$ cat src/sv/sorted_sleep_timer_queue_macros.svh
// Assertion macros for the sorted sleep timer queue.
`ifndef SORTED_SLEEP_TIMER_QUEUE_MACROS_SVH
`define SORTED_SLEEP_TIMER_QUEUE_MACROS_SVH

// Check that a condition implies another at every clock edge out of reset.
`define SSTQ_ASSERT_IMPLY(label, ante, cons) \
    label: assert property (@(posedge i_clk) disable iff (!i_rst_n) (ante) |-> (cons)) \
        else $error("sstq check failed");

// Check that a condition holds at every clock edge out of reset.
`define SSTQ_ASSERT_ALWAYS(label, cond) \
    label: assert property (@(posedge i_clk) disable iff (!i_rst_n) (cond)) \
        else $error("sstq check failed");

`endif

$ cat src/sv/sstq_pkg.sv
// Types and constants shared by the sorted sleep timer queue.
package sstq_pkg;

    localparam int TIME_W      = 32;
    localparam int ID_W        = 8;
    localparam int ENTRY_W     = TIME_W + ID_W;
    localparam int IN_TDATA_W  = 40;
    localparam int OUT_TDATA_W = 48;

    localparam logic OP_TICK  = 1'b0;
    localparam logic OP_SLEEP = 1'b1;

    typedef enum logic [1:0] {
        KIND_ACCEPT = 2'd0,
        KIND_WOKEN  = 2'd1,
        KIND_NONE   = 2'd2,
        KIND_FULL   = 2'd3
    } t_kind;

    typedef struct packed {
        t_kind             kind;
        logic [ID_W-1:0]   id;
        logic [TIME_W-1:0] time_now;
        logic              empty;
        logic              last;
    } t_result;

endpackage

$ cat src/sv/sstq_mem.sv
// Entry memory: one write port, one read port, registered read data.
module sstq_mem #(
    parameter int DEPTH = 16,
    parameter int AW    = 4
) (
    input  logic                         i_clk,
    input  logic                         i_we,
    input  logic [AW-1:0]                i_waddr,
    input  logic [sstq_pkg::ENTRY_W-1:0] i_wdata,
    input  logic                         i_re,
    input  logic [AW-1:0]                i_raddr,
    output logic [sstq_pkg::ENTRY_W-1:0] o_rdata
);
    import sstq_pkg::*;

    logic [ENTRY_W-1:0] r_mem [DEPTH];
    logic [ENTRY_W-1:0] r_rdata;

    always_ff @(posedge i_clk) begin
        if (i_we) begin
            r_mem[i_waddr] <= i_wdata;
        end
        if (i_re) begin
            r_rdata <= r_mem[i_raddr];
        end
    end

    assign o_rdata = r_rdata;

endmodule

$ cat src/sv/sstq_seq.sv
// Sequencer: time counter, ring pointers, insert and expire walks, result register.
module sstq_seq #(
    parameter int DEPTH = 16,
    parameter int AW    = 4,
    parameter int CW    = 5
) (
    input  logic                         i_clk,
    input  logic                         i_rst_n,
    input  logic                         i_valid,
    output logic                         o_ready,
    input  logic                         i_op,
    input  logic [sstq_pkg::ID_W-1:0]    i_id,
    input  logic [sstq_pkg::TIME_W-1:0]  i_dur,
    output logic                         o_valid,
    input  logic                         i_ready,
    output sstq_pkg::t_result            o_res,
    output logic [CW-1:0]                o_count,
    output logic                         o_mem_we,
    output logic [AW-1:0]                o_mem_waddr,
    output logic [sstq_pkg::ENTRY_W-1:0] o_mem_wdata,
    output logic                         o_mem_re,
    output logic [AW-1:0]                o_mem_raddr,
    input  logic [sstq_pkg::ENTRY_W-1:0] i_mem_rdata
);
    import sstq_pkg::*;

    typedef enum logic [2:0] {
        ST_IDLE,
        ST_TCHK,
        ST_SCHK,
        ST_PUT0,
        ST_DONE
    } t_state;

    localparam logic [AW:0]   DEPTH_A = (AW+1)'(DEPTH);
    localparam logic [CW-1:0] DEPTH_C = CW'(DEPTH);

    t_state            r_state, n_state;
    logic [TIME_W-1:0] r_now, n_now;
    logic [TIME_W-1:0] r_wake, n_wake;
    logic [ID_W-1:0]   r_id, n_id;
    logic [AW-1:0]     r_head, n_head;
    logic [CW-1:0]     r_count, n_count;
    logic [AW-1:0]     r_idx, n_idx;
    logic              r_pend, n_pend;
    logic [ID_W-1:0]   r_pend_id, n_pend_id;
    logic              r_pend_empty, n_pend_empty;
    t_result           r_res, n_res;
    t_result           r_out, n_out;
    logic              r_out_valid, n_out_valid;

    logic              out_free;
    logic [TIME_W-1:0] rd_wake;
    logic [ID_W-1:0]   rd_id;
    logic              has;
    logic              stop;

    function automatic logic [AW-1:0] f_phys(input logic [AW-1:0] head,
                                             input logic [AW-1:0] lg);
        logic [AW:0] sum;
        sum = {1'b0, head} + {1'b0, lg};
        if (sum >= DEPTH_A) begin
            sum = sum - DEPTH_A;
        end
        return sum[AW-1:0];
    endfunction

    assign rd_wake  = i_mem_rdata[TIME_W-1:0];
    assign rd_id    = i_mem_rdata[ENTRY_W-1:TIME_W];
    assign out_free = !r_out_valid || i_ready;
    assign has      = (r_count != '0) && (rd_wake <= r_now);
    assign stop     = (r_idx != '0) ? (rd_wake < r_wake) : (rd_wake <= r_wake);

    always_comb begin
        n_state      = r_state;
        n_now        = r_now;
        n_wake       = r_wake;
        n_id         = r_id;
        n_head       = r_head;
        n_count      = r_count;
        n_idx        = r_idx;
        n_pend       = r_pend;
        n_pend_id    = r_pend_id;
        n_pend_empty = r_pend_empty;
        n_res        = r_res;
        n_out        = r_out;
        n_out_valid  = r_out_valid && !i_ready;
        o_mem_we     = 1'b0;
        o_mem_waddr  = r_head;
        o_mem_wdata  = {r_id, r_wake};
        o_mem_re     = 1'b0;
        o_mem_raddr  = r_head;
        case (r_state)
            ST_IDLE: begin
                if (i_valid) begin
                    if (i_op == OP_TICK) begin
                        n_now    = r_now + 1'b1;
                        n_pend   = 1'b0;
                        o_mem_re = 1'b1;
                        n_state  = ST_TCHK;
                    end else begin
                        n_wake = r_now + i_dur;
                        n_id   = i_id;
                        if (r_count == DEPTH_C) begin
                            n_res   = '{KIND_FULL, i_id, r_now, r_count == '0, 1'b1};
                            n_state = ST_DONE;
                        end else if (r_count == '0) begin
                            o_mem_we    = 1'b1;
                            o_mem_wdata = {i_id, n_wake};
                            n_count     = CW'(1);
                            n_res       = '{KIND_ACCEPT, i_id, r_now, 1'b0, 1'b1};
                            n_state     = ST_DONE;
                        end else begin
                            n_idx       = AW'(r_count - 1'b1);
                            o_mem_re    = 1'b1;
                            o_mem_raddr = f_phys(r_head, n_idx);
                            n_state     = ST_SCHK;
                        end
                    end
                end
            end
            ST_TCHK: begin
                if (out_free) begin
                    if (has) begin
                        if (r_pend) begin
                            n_out       = '{KIND_WOKEN, r_pend_id, r_now, r_pend_empty, 1'b0};
                            n_out_valid = 1'b1;
                        end
                        n_pend       = 1'b1;
                        n_pend_id    = rd_id;
                        n_pend_empty = (r_count == CW'(1));
                        n_head       = f_phys(r_head, AW'(1));
                        n_count      = r_count - 1'b1;
                        o_mem_re     = 1'b1;
                        o_mem_raddr  = n_head;
                    end else begin
                        if (r_pend) begin
                            n_out = '{KIND_WOKEN, r_pend_id, r_now, r_pend_empty, 1'b1};
                        end else begin
                            n_out = '{KIND_NONE, '0, r_now, r_count == '0, 1'b1};
                        end
                        n_out_valid = 1'b1;
                        n_state     = ST_IDLE;
                    end
                end
            end
            ST_SCHK: begin
                o_mem_we    = 1'b1;
                o_mem_waddr = f_phys(r_head, r_idx + 1'b1);
                if (stop) begin
                    n_count = r_count + 1'b1;
                    n_res   = '{KIND_ACCEPT, r_id, r_now, 1'b0, 1'b1};
                    n_state = ST_DONE;
                end else begin
                    o_mem_wdata = i_mem_rdata;
                    if (r_idx == '0) begin
                        n_state = ST_PUT0;
                    end else begin
                        n_idx       = r_idx - 1'b1;
                        o_mem_re    = 1'b1;
                        o_mem_raddr = f_phys(r_head, n_idx);
                    end
                end
            end
            ST_PUT0: begin
                o_mem_we = 1'b1;
                n_count  = r_count + 1'b1;
                n_res    = '{KIND_ACCEPT, r_id, r_now, 1'b0, 1'b1};
                n_state  = ST_DONE;
            end
            ST_DONE: begin
                if (out_free) begin
                    n_out       = r_res;
                    n_out_valid = 1'b1;
                    n_state     = ST_IDLE;
                end
            end
            default: begin
                n_state = ST_IDLE;
            end
        endcase
    end

    always_ff @(posedge i_clk) begin
        if (!i_rst_n) begin
            r_state     <= ST_IDLE;
            r_now       <= '0;
            r_head      <= '0;
            r_count     <= '0;
            r_pend      <= 1'b0;
            r_out_valid <= 1'b0;
        end else begin
            r_state     <= n_state;
            r_now       <= n_now;
            r_head      <= n_head;
            r_count     <= n_count;
            r_pend      <= n_pend;
            r_out_valid <= n_out_valid;
        end
        r_wake       <= n_wake;
        r_id         <= n_id;
        r_idx        <= n_idx;
        r_pend_id    <= n_pend_id;
        r_pend_empty <= n_pend_empty;
        r_res        <= n_res;
        r_out        <= n_out;
    end

    assign o_ready = (r_state == ST_IDLE);
    assign o_valid = r_out_valid;
    assign o_res   = r_out;
    assign o_count = r_count;

endmodule

$ cat src/sv/sorted_sleep_timer_queue.sv
// Top level of the sorted sleep timer queue.
// Input words on s_*: s_tuser is the operation (0 tick, 1 sleep); s_tdata holds
// thread_id and duration. Result words on m_*: m_tuser is the kind, m_tlast marks
// the final result of an input word, m_tdata holds woken_id, time_now, queue_empty.
// One input word is taken at a time; s_tready is high while the sequencer is idle.
// A tick reads the head entry from the ring memory, then reads one more entry
// per woken thread; results leave the output register one per cycle as long as
// m_tready does not stall them. A sleep walks the list from the tail, one memory
// read and one shift write per cycle; a reject or an insert into an empty list
// needs no walk.
// Reset (synchronous, active low) clears the time, the fill count and the ring
// pointer; the memory itself is not cleared, as only filled entries are read.
// While m_tready is low a valid result word holds, and the sequencer waits before it writes another result.
module sorted_sleep_timer_queue #(
    parameter int QUEUE_DEPTH = 16
) (
    input  logic        i_clk,
    input  logic        i_rst_n,
    input  logic        s_tvalid,
    output logic        s_tready,
    input  logic [39:0] s_tdata,  // thread_id[7:0], duration[39:8]
    input  logic        s_tuser,  // operation
    output logic        m_tvalid,
    input  logic        m_tready,
    output logic [sstq_pkg::OUT_TDATA_W-1:0] m_tdata,  // woken_id[7:0], time_now[39:8],
                                                       // queue_empty[40], zero
    output logic [1:0]  m_tuser,  // kind
    output logic        m_tlast
);
    import sstq_pkg::*;

    localparam int AW = (QUEUE_DEPTH > 1) ? $clog2(QUEUE_DEPTH) : 1;
    localparam int CW = $clog2(QUEUE_DEPTH + 1);

    logic               mem_we;
    logic [AW-1:0]      mem_waddr;
    logic [ENTRY_W-1:0] mem_wdata;
    logic               mem_re;
    logic [AW-1:0]      mem_raddr;
    logic [ENTRY_W-1:0] mem_rdata;
    t_result            res;
    logic [CW-1:0]      count;

    sstq_mem #(
        .DEPTH (QUEUE_DEPTH),
        .AW    (AW)
    ) u_mem (
        .i_clk   (i_clk),
        .i_we    (mem_we),
        .i_waddr (mem_waddr),
        .i_wdata (mem_wdata),
        .i_re    (mem_re),
        .i_raddr (mem_raddr),
        .o_rdata (mem_rdata)
    );

    sstq_seq #(
        .DEPTH (QUEUE_DEPTH),
        .AW    (AW),
        .CW    (CW)
    ) u_seq (
        .i_clk       (i_clk),
        .i_rst_n     (i_rst_n),
        .i_valid     (s_tvalid),
        .o_ready     (s_tready),
        .i_op        (s_tuser),
        .i_id        (s_tdata[ID_W-1:0]),
        .i_dur       (s_tdata[IN_TDATA_W-1:ID_W]),
        .o_valid     (m_tvalid),
        .i_ready     (m_tready),
        .o_res       (res),
        .o_count     (count),
        .o_mem_we    (mem_we),
        .o_mem_waddr (mem_waddr),
        .o_mem_wdata (mem_wdata),
        .o_mem_re    (mem_re),
        .o_mem_raddr (mem_raddr),
        .i_mem_rdata (mem_rdata)
    );

    assign m_tdata = {7'b0, res.empty, res.time_now, res.id};
    assign m_tuser = res.kind;
    assign m_tlast = res.last;

    `include "sorted_sleep_timer_queue_macros.svh"

    `SSTQ_ASSERT_ALWAYS(a_count_bound, count <= CW'(QUEUE_DEPTH))
    `SSTQ_ASSERT_IMPLY(a_single_last, m_tvalid && (res.kind != KIND_WOKEN), m_tlast)
    `SSTQ_ASSERT_IMPLY(a_accept_nonempty, m_tvalid && (res.kind == KIND_ACCEPT), !res.empty)

endmodule

$ cat config.mk
export PLATFORM = sky130hd
export DESIGN_NAME = sorted_sleep_timer_queue
export DESIGN_NICKNAME = d
export VERILOG_FILES = /design/src/sv/sstq_pkg.sv /design/src/sv/sstq_mem.sv /design/src/sv/sstq_seq.sv /design/src/sv/sorted_sleep_timer_queue.sv
export VERILOG_INCLUDE_DIRS = /design/src /design/src/sv
export SDC_FILE = /design/constraint.sdc
export NUM_CORES = 1
export LEC_CHECK = 0
export BUFFER_PORTS_ARGS = -buffer_cell sky130_fd_sc_hd__buf_2
export CAP_MARGIN = 20
export CORE_ASPECT_RATIO = 0.8
export CORE_MARGIN = 8
export CORE_UTILIZATION = 45
export DETAILED_ROUTE_END_ITERATION = 10
export PLACE_DENSITY_LB_ADDON = 0.15
export SLEW_MARGIN = 10
export SYNTH_ARGS = -nofsm -noshare
export SYNTH_HDL_FRONTEND = slang
export SYNTH_SLANG_ARGS = --single-unit
export TNS_END_PERCENT = 5
$ cat constraint.sdc
create_clock -name i_clk -period 5.34 [get_ports i_clk]
set_input_delay 1.068 -clock i_clk [delete_from_list [all_inputs] [get_ports i_clk]]
set_output_delay 1.068 -clock i_clk [all_outputs]
set_load 0.02 [all_outputs]
# Word-level counts from Yosys, hierarchy flattened
# Memory sizes are Yosys's and may differ from the RTL's. A register that Yosys moved wholly into a read port is not among the register bits.
# Cells that the tools add are included.
# word_totals
word_cells	175
input_bits	45
register_bits	187
mem_count	1
ram_bits	640
# memory_table
memory	depth	word_bits	read_ports	rd_clocked_by_memory_dff	wr	line_no	rtl
u_mem.r_mem	16	40	1	1	1	sstq_mem.sv:16	logic [ENTRY_W-1:0] r_mem [DEPTH];
# op_classes
addsub	14
bitwise	1
reduce_logical	25
mux	84
order_cmp	7
n_eq_ne	22
# op_table
operator	count
44-bit two-way mux	10
40-bit two-way mux	5
44-bit one-hot mux with 3 select lines	1
44-bit one-hot mux with 2 select lines	1
40-bit one-hot mux with 2 select lines	1
4-bit two-way mux	19
32-bit <= comparator	2
5-bit two-way mux	7
32-bit by 1-bit adder with 32-bit output (second input constant)	1
32-bit adder	1
32-bit less-than comparator	1
3-bit two-way mux	9
1-bit two-way mux	23
5-bit >= comparator (second input constant)	4
5-bit one-hot mux with 4 select lines	1
4-bit by 1-bit subtractor with 4-bit output (second input constant)	5
4-bit by 4-bit adder with 5-bit output	3
3-bit one-hot mux with 5 select lines	1
5-bit AND reduction	3
2-bit inequality test (second input constant)	7
2-bit by 1-bit inequality test with 1-bit output (second input constant)	6
4-bit one-hot mux with 3 select lines	1
3-bit AND reduction	3
4-bit one-hot mux with 2 select lines	1
other kinds (28)	37

# Depth between registers and ports, before layout
# depth
ltp_word	9
depth_mapped	16
depth_no_buf	14

# Hierarchy
# A second synthesis with hierarchy kept.
# unflattened
cells_unflattened	2338
area_unflattened_um2	37628.6
# modules_own_cells
mod	seq_area_each_um2	cells_per_inst	n_inst	area_each_um2
sstq_mem	20419.6	1040	1	25532.0
sstq_seq	5094.9	1290	1	12040.3
sorted_sleep_timer_queue	0.0	8	1	56.3

# Worst setup path after synthesis
# Ideal clock, no wire load.
# synth_path
path_kind	register to register
startpoint	reg u_mem.r_rdata[13], in the netlist u_mem.o_rdata[13] (read register of u_mem.r_mem)
endpoint	reg u_seq.r_res[10] (netlist name), enable pin
slack_ns	-0.043
setup_time_ns	0.496
t_arrival_ns	4.887
path_stages_with_launch	9
cell_sequence	edfxtp_1 -> ha_1 -> nand4_1 -> or4_1 -> nor4_1 -> a21oi_1 -> nand2_1 -> nor2_1 -> nor3_1
# synth_between
elab_chain_len	4
elab_cells_between_ends	5
classes_between	2 x order compare; 1 x eq/ne; 1 x mux; 1 x reduce/logical
# synth_rtl
item	line_no	rtl
start: declaration	sstq_mem.sv:17	logic [ENTRY_W-1:0] r_rdata;
32-bit <= comparator / 32-bit less-than comparator (equally long branches)	sstq_seq.sv:72	assign stop = (r_idx != '0) ? (rd_wake < r_wake) : (rd_wake <= r_wake);
1-bit two-way mux *	sstq_seq.sv:72	
2-bit by 1-bit inequality test with 1-bit output (no line) *	-	
5-bit AND reduction (no line) *	-	
end signal: assignment	sstq_seq.sv:205	r_res <= n_res;
end: declaration	sstq_seq.sv:48	t_result r_res, n_res;
# Every way passes the cells marked *; elsewhere a longest branch is shown, timed or not.
# A chain may end at the register's enable or synchronous reset.

# Worst setup path after layout
# layout_path
startpoint	reg u_seq.r_now[5]
endpoint	reg u_mem.r_rdata[11], in the netlist u_mem.o_rdata[11] (read register of u_mem.r_mem), data pin
# layout_between
elab_chain_len	5
elab_cells_between_ends	8
classes_between	1 x order compare; 6 x mux; 1 x reduce/logical
# layout_rtl
item	line_no	rtl
start: declaration	sstq_seq.sv:39	logic [TIME_W-1:0] r_now, n_now;
start signal: assignment	sstq_seq.sv:194	r_now <= n_now;
32-bit <= comparator *	sstq_seq.sv:71	assign has = (r_count != '0) && (rd_wake <= r_now);
1-bit logical AND *	sstq_seq.sv:71	
4-bit two-way mux / 1-bit two-way mux (equally long branches) (2 in a row)	-	
4-bit one-hot mux with 3 select lines / 1-bit one-hot mux with 3 select lines (equally long branches)	sstq_seq.sv:93	case (r_state)
# Marked as above.

==> impl_table.tex <==
\begin{tabular}{lr}
\hline
Metric & Value \\
\hline
\multicolumn{2}{l}{\textbf{Outcome}} \\
\quad Run status & completed \\
\multicolumn{2}{l}{\textbf{CTS}} \\
\quad Clk\_lat worst skew & 0.68 ns \\
\quad Number of levels the H-tree was split into & 3 \\
\quad Count of hold-fix buffers inserted at cts & 0 \\
\quad Number of setup buffers added after CTS & 0 \\
\quad CTS Buf Count & a little under 90 \\
\quad Clk Tree Root Cell & sky130\_fd\_sc\_hd\_\_clkbuf\_16 \\
\quad Total clock sinks & 865 \\
\quad Clock-pin slew of the registers on the worst-case setup and hold paths & around 0.06 ns \\
\quad TritonCTS clock tree & done \\
\quad Longest Clk Path Bufs & 3 \\
\multicolumn{2}{l}{\textbf{Finish}} \\
\quad Filler Cells Inserted & 7,234 \\
\quad Layout overhead on the synthesized area & 13.4\% \\
\quad Flip-flop and latch area & approximately 0.026 mm\^{}2 \\
\quad Core occupancy in the finished layout & 51.5\% \\
\quad Total area of multi-input combinational cells & 0.0125 mm\^{}2 \\
\quad Share of final-layout standard cells stronger than drive strength 1 & between 20\% and 30\% \\
\quad Final layout net count & 3,077 \\
\multicolumn{2}{l}{\textbf{GRT}} \\
\quad Wire length of the first global-routing pass & 161,000 um \\
\quad GRT Util Overall & 22.4\% \\
\quad Number of antenna violations at the first check in global routing & 3 \\
\quad GR Layer Usage met1 & 32.8\% \\
\quad Number of global-route vias before repair & 24,400 \\
\quad Global-route layer with the greatest usage & met2 \\
\quad Maximum number of pins on one net before global-route repair & 81 \\
\quad GR Overflow Total & 0 \\
\quad Met3 usage in global routing & 3.77\% \\
\quad Global-route met2 utilization & 33.6\% \\
\multicolumn{2}{l}{\textbf{STA}} \\
\quad Worst max-slew margin expressed relative to the limit & a little over a fifth \\
\quad Final hold violation count & 0 \\
\quad Final period demand of the worst path & 4.98 ns \\
\quad Post-route worst setup slack & 0.355 ns \\
\quad Slew at the pin closest to its max-slew limit & approximately 1.2 ns \\
\quad Number of endpoints failing setup at the final stage & 0 \\
\quad Final cycle utilization of the critical path & 93.4\% \\
\quad Max-slew violation count & 0 \\
\quad Hold WS & 0.489 ns \\
\quad Final setup TNS & 0 ns \\
\quad Setup repair after global routing missed its margin & no \\
\quad Worst clock skew & roughly 0.033 ns \\
\quad Fmax achieved & about 0.20 GHz \\
\multicolumn{2}{l}{\textbf{Yosys}} \\
\quad Post-synthesis instance area & 0.0389 mm\^{}2 \\
\quad Number of flops mapped to enable cells by yosys & 819 \\
\quad Synth Flop Type & sky130\_fd\_sc\_hd\_\_edfxtp\_1 \\
\quad Number of instances in the synthesized netlist & about 2,800 \\
\quad Synth Warn \# & 0 \\
\quad Async SR Flop Fraction & 0\% \\
\quad Sequential cell area fraction in the yosys report & 65.6\% \\
\quad Average footprint of a synthesized cell & 13.9 um\^{}2 \\
\quad Count of distinct cell types in the synthesized netlist & 79 \\
\quad Seq cells post-synth & 865 \\
\multicolumn{2}{l}{\textbf{Worst hold path}} \\
\quad Origin of the worst min-delay path & u\_mem.o\_rdata[37] \\
\quad End point of the worst hold path & u\_seq.r\_pend\_id[5] \\
\quad Worst Hold Path Cells & 0 \\
\quad HP Class & register to register \\
\multicolumn{2}{l}{\textbf{Drt}} \\
\quad Total number of vias & 24,900 \\
\quad Post-DR vias/cell & 6.06 \\
\quad First-pass detailed-route iteration total & 7 \\
\quad Post-DRT Antenna Nets & 0 \\
\quad Number of violations reported at the end of detailed-routing iteration 0 & 2,667 \\
\quad Detail-routed net length per standard cell & 26.7 um \\
\quad Number of design rule violations left after detail routing & 0 \\
\quad Total routed wirelength & 110,000 um \\
\multicolumn{2}{l}{\textbf{Floorplanning}} \\
\quad Core area & 0.0858 mm\^{}2 \\
\quad Die outline area & 0.0962 mm\^{}2 \\
\quad Standard-cell rows & 96 \\
\quad Ports placed on the boundary & 98 \\
\quad Effective utilization at floorplan & between 40 and 50\% \\
\quad Overall die width & 345 um \\
\quad Die span in y & $\sim$280 um \\
\multicolumn{2}{l}{\textbf{Power and ir drop}} \\
\quad Static power due to leakage & 0.0160 uW \\
\quad Worst vdd rail ir drop & 0.396 mV \\
\quad Total power per unit cell area & between 500 and 600 mW/mm\^{}2 \\
\multicolumn{2}{l}{\textbf{Placement}} \\
\quad Setup Slack @ Placement & 0.297 ns \\
\quad Number of I/O port buffers & 90 \\
\quad Final RePlAce weighted congestion & 0.875 \\
\quad Post-detail-place hpwl & roughly 67,000 um \\
\multicolumn{2}{l}{\textbf{Setup path}} \\
\quad Reg-to-reg slack, setup & 0.36 ns \\
\quad WP data required & 5.74 ns \\
\quad Source of the worst register-to-register timing path & u\_seq.r\_now[5] \\
\quad Critical R2R Capture & u\_mem.o\_rdata[11] \\
\quad Kind of end point of the critical path & register \\
\quad Type of origin of the critical path & register \\
\quad Arrival @ worst endpoint & 5.38 ns \\
\quad Max FO, Critical Path & 32 \\
\quad Worst Setup SP & u\_seq.r\_now[5] \\
\quad Worst reg-to-reg path cell count & 13 \\
\quad Setup Crit Path Kind & register to register \\
\multicolumn{2}{l}{\textbf{Run}} \\
\quad MaxCap Viol Count & 0 \\
\hline
\end{tabular}
-- cell type report --
| cell class | count | share of cell area (%) |
|---|---|---|
| Clock inverter | 47 | 1.06 |
| Antenna cell | 2 | 0.0113 |
| Multi-Input combinational cell | 1668 | 28.3 |
| Timing Repair Buffer | 188 | 3.33 |
| Inverter | 106 | 0.902 |
| Sequential cell | 865 | 57.8 |
| Tap cell | 1127 | 3.20 |
| Clock buffer | 112 | 5.34 |
-- how the worst max path moves through the flow --
stage	cells past startpoint	slack [ns]	to
floorplan	10	1.01	u_mem.r_mem[12][0]
global placement	12	0.37	u_mem.r_mem[15][27]
detailed placement	13	0.30	u_mem.o_rdata[1]
CTS	13	0.25	u_mem.o_rdata[1]
global route	13	0.1	u_mem.o_rdata[11]
finish	13	0.36	u_mem.o_rdata[11]
-- cell usage in the layout (no fill, tap or decap), types with 81 or more instances in the layout --
cell and count:
sky130_fd_sc_hd__ha_1 110, sky130_fd_sc_hd__edfxtp_1 819, sky130_fd_sc_hd__clkbuf_16 90, sky130_fd_sc_hd__a21oi_1 81, sky130_fd_sc_hd__nand2_1 311, sky130_fd_sc_hd__a221oi_1 83, sky130_fd_sc_hd__inv_1 105, sky130_fd_sc_hd__nor3_1 108
sky130_fd_sc_hd__mux2_2 162, sky130_fd_sc_hd__buf_2 92
-- synth_stat cells, types with 6 or more instances --
master	number	share of area [%]
sky130_fd_sc_hd__ha_1	110	3.5
sky130_fd_sc_hd__a221o_1	10	0.26
sky130_fd_sc_hd__o311ai_0	6	0.14
sky130_fd_sc_hd__or3_1	11	0.18
sky130_fd_sc_hd__nor2_1	94	0.91
sky130_fd_sc_hd__buf_4	9	0.17
sky130_fd_sc_hd__nand4_1	28	0.45
sky130_fd_sc_hd__nor4_1	9	0.14
sky130_fd_sc_hd__nand2_1	312	3.0
sky130_fd_sc_hd__buf_2	35	0.45
sky130_fd_sc_hd__o22ai_1	53	0.85
sky130_fd_sc_hd__nor2b_1	8	0.13
sky130_fd_sc_hd__and2_1	7	0.11
sky130_fd_sc_hd__inv_1	105	1.0
sky130_fd_sc_hd__xor2_1	19	0.43
sky130_fd_sc_hd__o21a_1	9	0.17
sky130_fd_sc_hd__o211ai_1	12	0.23
sky130_fd_sc_hd__a222oi_1	19	0.49
sky130_fd_sc_hd__mux2_2	162	4.7
sky130_fd_sc_hd__and3_1	13	0.21
sky130_fd_sc_hd__nand3_1	31	0.40
sky130_fd_sc_hd__o21ai_0	80	1.0
sky130_fd_sc_hd__clkbuf_1	106	1.0
sky130_fd_sc_hd__a32o_1	41	1.1
sky130_fd_sc_hd__a21oi_1	82	1.1
sky130_fd_sc_hd__xnor2_1	51	1.1
sky130_fd_sc_hd__nor4_2	40	1.3
sky130_fd_sc_hd__nor3_1	112	1.4
sky130_fd_sc_hd__o21bai_1	8	0.15
sky130_fd_sc_hd__o22ai_2	40	1.3
sky130_fd_sc_hd__a221oi_1	83	1.9
sky130_fd_sc_hd__nand2b_1	8	0.13
sky130_fd_sc_hd__a21o_1	26	0.50
sky130_fd_sc_hd__o31ai_1	11	0.21
sky130_fd_sc_hd__mux2i_1	44	1.1
sky130_fd_sc_hd__edfxtp_1	819	63
sky130_fd_sc_hd__a211oi_1	6	0.12
sky130_fd_sc_hd__o21ba_1	40	1.0
sky130_fd_sc_hd__dfxtp_1	46	2.4
-- routing by layer --
| layer | part of all wire, % | routed length, um |
|---|---|---|
| met4 | 3.5 | 3810 |
| met5 | 0 | 0 |
| met3 | 7.0 | 7750 |
| met1 | 45 | 49600 |
| met2 | 44 | 48800 |
-- metrics by stage --
step           instance area (um^2)  cells  total power (uW)
6_report                      44100   4115             22700
5_1_grt                       44100   4115             23700
4_1_cts                       44100   4113             22800
3_5_place_dp                  41300   3954             16700
3_3_place_gp                  41300   3952             16500
2_1_floorplan                 38900   2800             14100
-- repair_timing --
item                       CTS  global route
gates resized for setup      0             1
hold endpoints to repair     0             0
setup endpoints to repair    0             1
-- registers in the layout, indices dropped and copies added (netlist names), 4 cells and up --
register and flops:
u_seq.r_wake 32, u_seq.r_res 42, u_seq.r_now 32, u_seq.o_res 44, u_seq.r_pend_id 8, u_seq.r_id 8
u_seq.r_head 4, u_mem.o_rdata 40, u_mem.r_mem 640, u_seq.o_count 5, u_seq.r_idx 4
-- where the power goes --
part	leakage (uW)	switching (uW)	internal, uW
clock network	0.00136	2650	3430
registers	0.00782	487	8970
logic	0.00677	4610	2550
-- critical path: stages (launching register included) --
cell and delay, ns:
sky130_fd_sc_hd__dfxtp_1 0.43, sky130_fd_sc_hd__inv_1 0.13, sky130_fd_sc_hd__ha_1 0.31, sky130_fd_sc_hd__nand4_1 0.25, sky130_fd_sc_hd__nor4_1 0.55, sky130_fd_sc_hd__nand3_1 0.21
sky130_fd_sc_hd__o311ai_1 0.19, sky130_fd_sc_hd__nand3_2 0.26, sky130_fd_sc_hd__or4_1 0.53, sky130_fd_sc_hd__nand3_1 0.30, sky130_fd_sc_hd__or3_2 0.47, sky130_fd_sc_hd__buf_12 0.38
sky130_fd_sc_hd__o22ai_2 0.15, sky130_fd_sc_hd__nor4_2 0.52
-- cells by family after synthesis --
group           count (synthesis)  synth area share (%)
flops                         865                  65.6
compound gates                573                  11.5
xor+xnor                       70                  1.58
other cells                     1               0.00964
buf+inv                       267                  2.92
simple gates                  697                  8.90
fa+ha+maj                     114                  3.74
mux                           206                  5.82
No activity file was read; power rests on OpenSTA's default activity.
